## config.mk

```make
export PLATFORM = sky130hd
export DESIGN_NAME = ppfl_ctrl
export DESIGN_NICKNAME = d
export VERILOG_FILES = /design/src/hdl/ppfl_pkg.sv /design/src/hdl/ppfl_ctrl.sv
export SDC_FILE = /design/constraint.sdc
export NUM_CORES = 1
export LEC_CHECK = 0
export ABC_AREA = 1
export BUFFER_PORTS_ARGS = -buffer_cell sky130_fd_sc_hd__buf_2
export CAP_MARGIN = 20
export CORE_AREA = 2 2 39 41
export CTS_CLUSTER_DIAMETER = 100
export DETAILED_ROUTE_END_ITERATION = 8
export DIE_AREA = 0 0 41 43
export PLACE_DENSITY = 0.52
export SLEW_MARGIN = 20
export SYNTH_ARGS = -nofsm -noshare
export SYNTH_HDL_FRONTEND = slang
export SYNTH_SLANG_ARGS = --single-unit
export TNS_END_PERCENT = 20
```

## constraint.sdc

```tcl
create_clock -name clk -period 1.6 [get_ports clk]
set_input_delay 0.32 -clock clk [delete_from_list [all_inputs] [get_ports clk]]
set_output_delay 0.32 -clock clk [all_outputs]
set_load 0.01 [all_outputs]
```

## src/hdl/ppfl_pkg.sv

```systemverilog
// Shared constants, codes, control/status structs and helpers for the page free-list allocator.
package ppfl_pkg;

  // Sizing
  localparam int NUM_CPUS   = 8;
  localparam int NUM_PAGES  = 32768;
  localparam int PAGE_SHIFT = 12;

  localparam int CPU_W  = (NUM_CPUS > 1) ? $clog2(NUM_CPUS) : 1;
  localparam int PAGE_W = $clog2(NUM_PAGES);
  localparam int CNT_W  = PAGE_W + 1;
  localparam int LINK_W = PAGE_W + 1;
  localparam int ADDR_W = 32;
  localparam int BASE_W = ADDR_W + 1;
  localparam int POS_W  = ADDR_W + 2;
  localparam int FIDX_W = BASE_W - PAGE_SHIFT;

  localparam logic [BASE_W-1:0] PAGE_MASK  = BASE_W'((64'd1 << PAGE_SHIFT) - 64'd1);
  localparam logic [POS_W-1:0]  PAGE_BYTES = POS_W'(64'd1 << PAGE_SHIFT);

  localparam logic [ADDR_W-1:0] LOW_RESET  = 32'h8000_0000;
  localparam logic [ADDR_W-1:0] HIGH_RESET = 32'h8800_0000;

  // Field widths
  localparam int CMD_W    = 2;
  localparam int CPUF_W   = 3;
  localparam int STATUS_W = 2;
  localparam int CFG_IW   = 1;

  // Command codes
  localparam logic [CMD_W-1:0] CMD_ALLOC = 2'd0;
  localparam logic [CMD_W-1:0] CMD_FREE  = 2'd1;
  localparam logic [CMD_W-1:0] CMD_INIT  = 2'd2;

  // Status codes
  localparam logic [STATUS_W-1:0] ST_OK    = 2'd0;
  localparam logic [STATUS_W-1:0] ST_EMPTY = 2'd1;
  localparam logic [STATUS_W-1:0] ST_BAD   = 2'd2;

  // Configuration register indexes
  localparam logic [CFG_IW-1:0] CFG_LOW  = 1'b0;
  localparam logic [CFG_IW-1:0] CFG_HIGH = 1'b1;

  // Response source select
  localparam logic [1:0] RSEL_ZERO  = 2'd0;
  localparam logic [1:0] RSEL_EMPTY = 2'd1;
  localparam logic [1:0] RSEL_FREE  = 2'd2;
  localparam logic [1:0] RSEL_ALLOC = 2'd3;

  // Controller to datapath
  typedef struct packed {
    logic       capture;
    logic       pop_read;
    logic       pop_commit;
    logic       free_commit;
    logic       init_push;
    logic       rsp_load;
    logic [1:0] rsp_sel;
  } ctl_t;

  // Datapath to controller
  typedef struct packed {
    logic [CMD_W-1:0] op;
    logic             any_free;
    logic             free_ok;
    logic             init_more;
    logic             rsp_free;
  } sts_t;

  // cpu field modulo NUM_CPUS (narrow value, a few compare-subtract steps)
  function automatic logic [CPU_W-1:0] cpu_wrap(input logic [CPUF_W-1:0] c);
    logic [CPUF_W:0] v;
    v = {1'b0, c};
    for (int i = 0; i < 8; i++) begin
      if (32'(v) >= NUM_CPUS) v = v - (CPUF_W+1)'(NUM_CPUS);
    end
    return CPU_W'(v);
  endfunction

  // list number as the 3-bit result field
  function automatic logic [CPUF_W-1:0] cpu_field(input logic [CPU_W-1:0] c);
    logic [31:0] t;
    t = 32'(c);
    return t[CPUF_W-1:0];
  endfunction

  // region start rounded up to a page boundary
  function automatic logic [BASE_W-1:0] round_base(input logic [ADDR_W-1:0] low);
    return ({1'b0, low} + PAGE_MASK) & ~PAGE_MASK;
  endfunction

endpackage

```

## src/hdl/ppfl_ctrl.sv

```systemverilog
// Command sequencer: steps alloc, free and init through the datapath.
module ppfl_ctrl (
  input  logic          clk,
  input  logic          rst,
  input  logic          req_valid,
  output logic          req_stall,
  input  ppfl_pkg::sts_t sts,
  output ppfl_pkg::ctl_t ctl
);
  import ppfl_pkg::*;

  localparam logic [1:0] S_IDLE = 2'd0;
  localparam logic [1:0] S_EXEC = 2'd1;
  localparam logic [1:0] S_POP  = 2'd2;
  localparam logic [1:0] S_INIT = 2'd3;

  logic [1:0] state, state_next;

  always_ff @(posedge clk) begin
    if (rst) state <= S_IDLE;
    else     state <= state_next;
  end

  assign req_stall = (state != S_IDLE);

  // next state and datapath commands
  always_comb begin
    state_next = state;
    ctl        = '0;
    ctl.rsp_sel = RSEL_ZERO;
    unique case (state)
      S_IDLE: begin
        if (req_valid) begin
          ctl.capture = 1'b1;
          state_next  = S_EXEC;
        end
      end
      S_EXEC: begin
        unique case (sts.op)
          CMD_ALLOC: begin
            if (sts.any_free) begin
              ctl.pop_read = 1'b1;
              state_next   = S_POP;
            end else if (sts.rsp_free) begin
              ctl.rsp_load = 1'b1;
              ctl.rsp_sel  = RSEL_EMPTY;
              state_next   = S_IDLE;
            end
          end
          CMD_FREE: begin
            if (sts.rsp_free) begin
              ctl.free_commit = sts.free_ok;
              ctl.rsp_load    = 1'b1;
              ctl.rsp_sel     = RSEL_FREE;
              state_next      = S_IDLE;
            end
          end
          CMD_INIT: begin
            state_next = S_INIT;
          end
          default: begin
            if (sts.rsp_free) begin
              ctl.rsp_load = 1'b1;
              state_next   = S_IDLE;
            end
          end
        endcase
      end
      S_POP: begin
        if (sts.rsp_free) begin
          ctl.pop_commit = 1'b1;
          ctl.rsp_load   = 1'b1;
          ctl.rsp_sel    = RSEL_ALLOC;
          state_next     = S_IDLE;
        end
      end
      S_INIT: begin
        if (sts.init_more) begin
          ctl.init_push = 1'b1;
        end else if (sts.rsp_free) begin
          ctl.rsp_load = 1'b1;
          state_next   = S_IDLE;
        end
      end
      default: state_next = S_IDLE;
    endcase
  end

endmodule

```

==> results.ini <==
[cells_and_area]
top_regs = state: 2 flops
drive_gt1_frac = 0.487
regArea_um2 = 47.5
multi_input_area_um2 = 269
postLayoutCoreUtil = 0.366
max_flop_register = state
largest_reg_flops = 2
fin_nets = 94
area_growth_pct = 54.0
antenna_cells = 0
fillers = 160

[logic_synthesis]
synth_top_area_cell = ha_1
synth_cells = 57
dominantRegCellSynth = dfxtp_1
synthTopCellsByArea = ha_1 19%, nand2_1 16%, inv_1 13%
synth_most_common_cell = nand2_1
synth_fp_nets = 71
synth_top_area_frac = 0.190
synth_cell_type_count = 15
synth-seq-cells = 2
synth-edff-count = 0
ys_async_sr_fraction = 0
ys_seq_area_frac = 0.122
syn-cell-area_um2 = 329
avgSynthCellArea_um2 = 5.77
netlist_top_cells_count = 14 x nand2_1, 11 x inv_1, 9 x nor2_1, 5 x ha_1
yosys_warnings = 0

[detailed_routing]
drt_iter0_markers = 3
via_per_inst = 4.19
drc = 0
postRouteAntennaNets = 0
avgRoutedWirePerCell_um = 8.66
routed_wl_um = 814
num_vias = 394
dr.pass1.iters = 4

[critical_path]
crit_chain = inv_2, ha_1, inv_1, a21oi_1, buf_2
setup.worst_path.class = register to output pin
critPathTopFamily = flip-flops
end_kind = output pin
crit_path_max_fanout = 4
start_kind = register
ff2ff_path_depth = 8
cpPeakStageDelay_ns = 0.37
reg2reg_slack_ns = 0.40
r2r-end = state[0]$_SDFFE_PP0P_
worstReg2RegStart = state[0]$_SDFFE_PP0P_
required_ns = 1.28
crit_buf_inv = 3
critPathLaunch = state[0]$_SDFFE_PP0P_
crit_path_top_delay_cell = dfxtp_4
worst_ep_arrival_time_ns = 1.23

[cts]
clock_latency_ns = 0.22
clk_pin_slew_ns = 0.03
cts.sinks = 2
ctsHtreeMaxLevel = 1
cts_root_buf = clkbuf_4
tritoncts = built
numCtsBuffers = 3
ctsHoldBuffers = 0
clk_path_buf_depth = 2

[min_path]
min_path_cells = 2
min-delay-path-class = input pin to register
hp-start = rst
whs_endpoint = state[0]$_SDFFE_PP0P_

[status]
outcome = complete, no violations

[sta]
period_minus_slack_ns = 1.55
slew_headroom = 0.866
setup_ws_ns = 0.0503
rsz0062_at_grt = yes
fmaxAchievable_ghz = 0.645
final_max_slew_viol_count = 0
fin_setup_tns_ns = 0
whs_ns = 0.264
fin_crit_sh = 0.969
final_hold_viol_count = 0
tightest_slew_ns = 0.199
finClkSkew_ns = 0.00208
finalSetupViolCount = 0

[die]
initial_core_util = 0.238
num_rows = 14
die_x_um = 41
fp.dieH_um = 43
pin_count = 18
die_area_mm2 = 0.00176
core_mm2 = 0.00138

[global_routing]
grt_max_degree = 6
overflow = 0
grt_pass1_wl_um = 1350
grt_antenna_before_repair = 0
grt_pass1_vias = 374
grtUsageTotal = 0.114

[job]
cap_violations = 0

[power]
ir_drop_uv = 418
pwr_density_cell_mw_per_mm2 = 548
leakage_nw = 0.293

[placed_design]
numPortBuffers = 17
gp_congestion = 0.711
place_ws_ns = 0.177
place_hpwl_um = 664

-- where the power goes --
group / switching (mW) / internal [mW] / total, mW
combinational: 0.0641 / 0.0433 / 0.107
sequential: 0.00662 / 0.0535 / 0.0601
clock: 0.0275 / 0.0827 / 0.110
total: 0.0982 / 0.179 / 0.278
-- cells by family after synthesis --
group	Yosys count	share of synthesized area
AO/OA/AOI/OAI	9	0.198
buffers and inverters	14	0.160
AND/OR/NAND/NOR	27	0.331
flip-flops	2	0.122
adder cells (fa/ha/maj)	5	0.190
-- layout make-up --
class | instances | area share
inverters | 14 | 0.109
flip-flops and latches | 2 | 0.0938
well taps | 16 | 0.0395
repair buffers | 18 | 0.183
multi-input cells | 41 | 0.531
clock buffers | 3 | 0.0444
-- routing by layer --
metal | share of wire | global-route usage | vias up | wire length (um)
li1 | - | - | 216 | -
met1 | 0.44 | 0.112 | 167 | 360
met2 | 0.49 | 0.191 | 11 | 401
met3 | 0.063 | 0.0314 | 0 | 51
met4 | 0 | 0.0800 | 0 | 0
met5 | 0 | 0 | - | 0
-- stage by stage --
step | area, um2 | power, mW | cells
4_1_cts | 479 | 0.282 | 94
3_5_place_dp | 434 | 0.158 | 90
3_3_place_gp | 434 | 0.157 | 90
5_1_grt | 507 | 0.309 | 94
6_report | 507 | 0.278 | 94
2_1_floorplan | 329 | 0.123 | 57
-- timing repair --
action,in CTS,in global routing
resized for setup,6,9
pin swaps,1,1
setup endpoints to repair,5,6
buffers inserted,1,0
-- cell usage in the layout (no fill, tap or decap), drive strengths merged --
cell type / instances
nor4: 1
nand3: 2
a21oi: 4
inv: 14
o21ai: 4
a31oi: 1
clkbuf: 3
dfxtp: 2
nor2: 9
nand2: 15
buf: 18
ha: 5
-- how the worst max path moves through the flow --
stage                  end  slack (ns)  cells past startpoint
floorplan           ctl[6]        0.29                      4
global placement    ctl[2]        0.22                      7
detailed placement  ctl[2]        0.18                      7
CTS                 ctl[0]      -0.004                      5
global route        ctl[0]       -0.02                      5
finish              ctl[0]        0.05                      5
(Power assumes the default switching activity.)
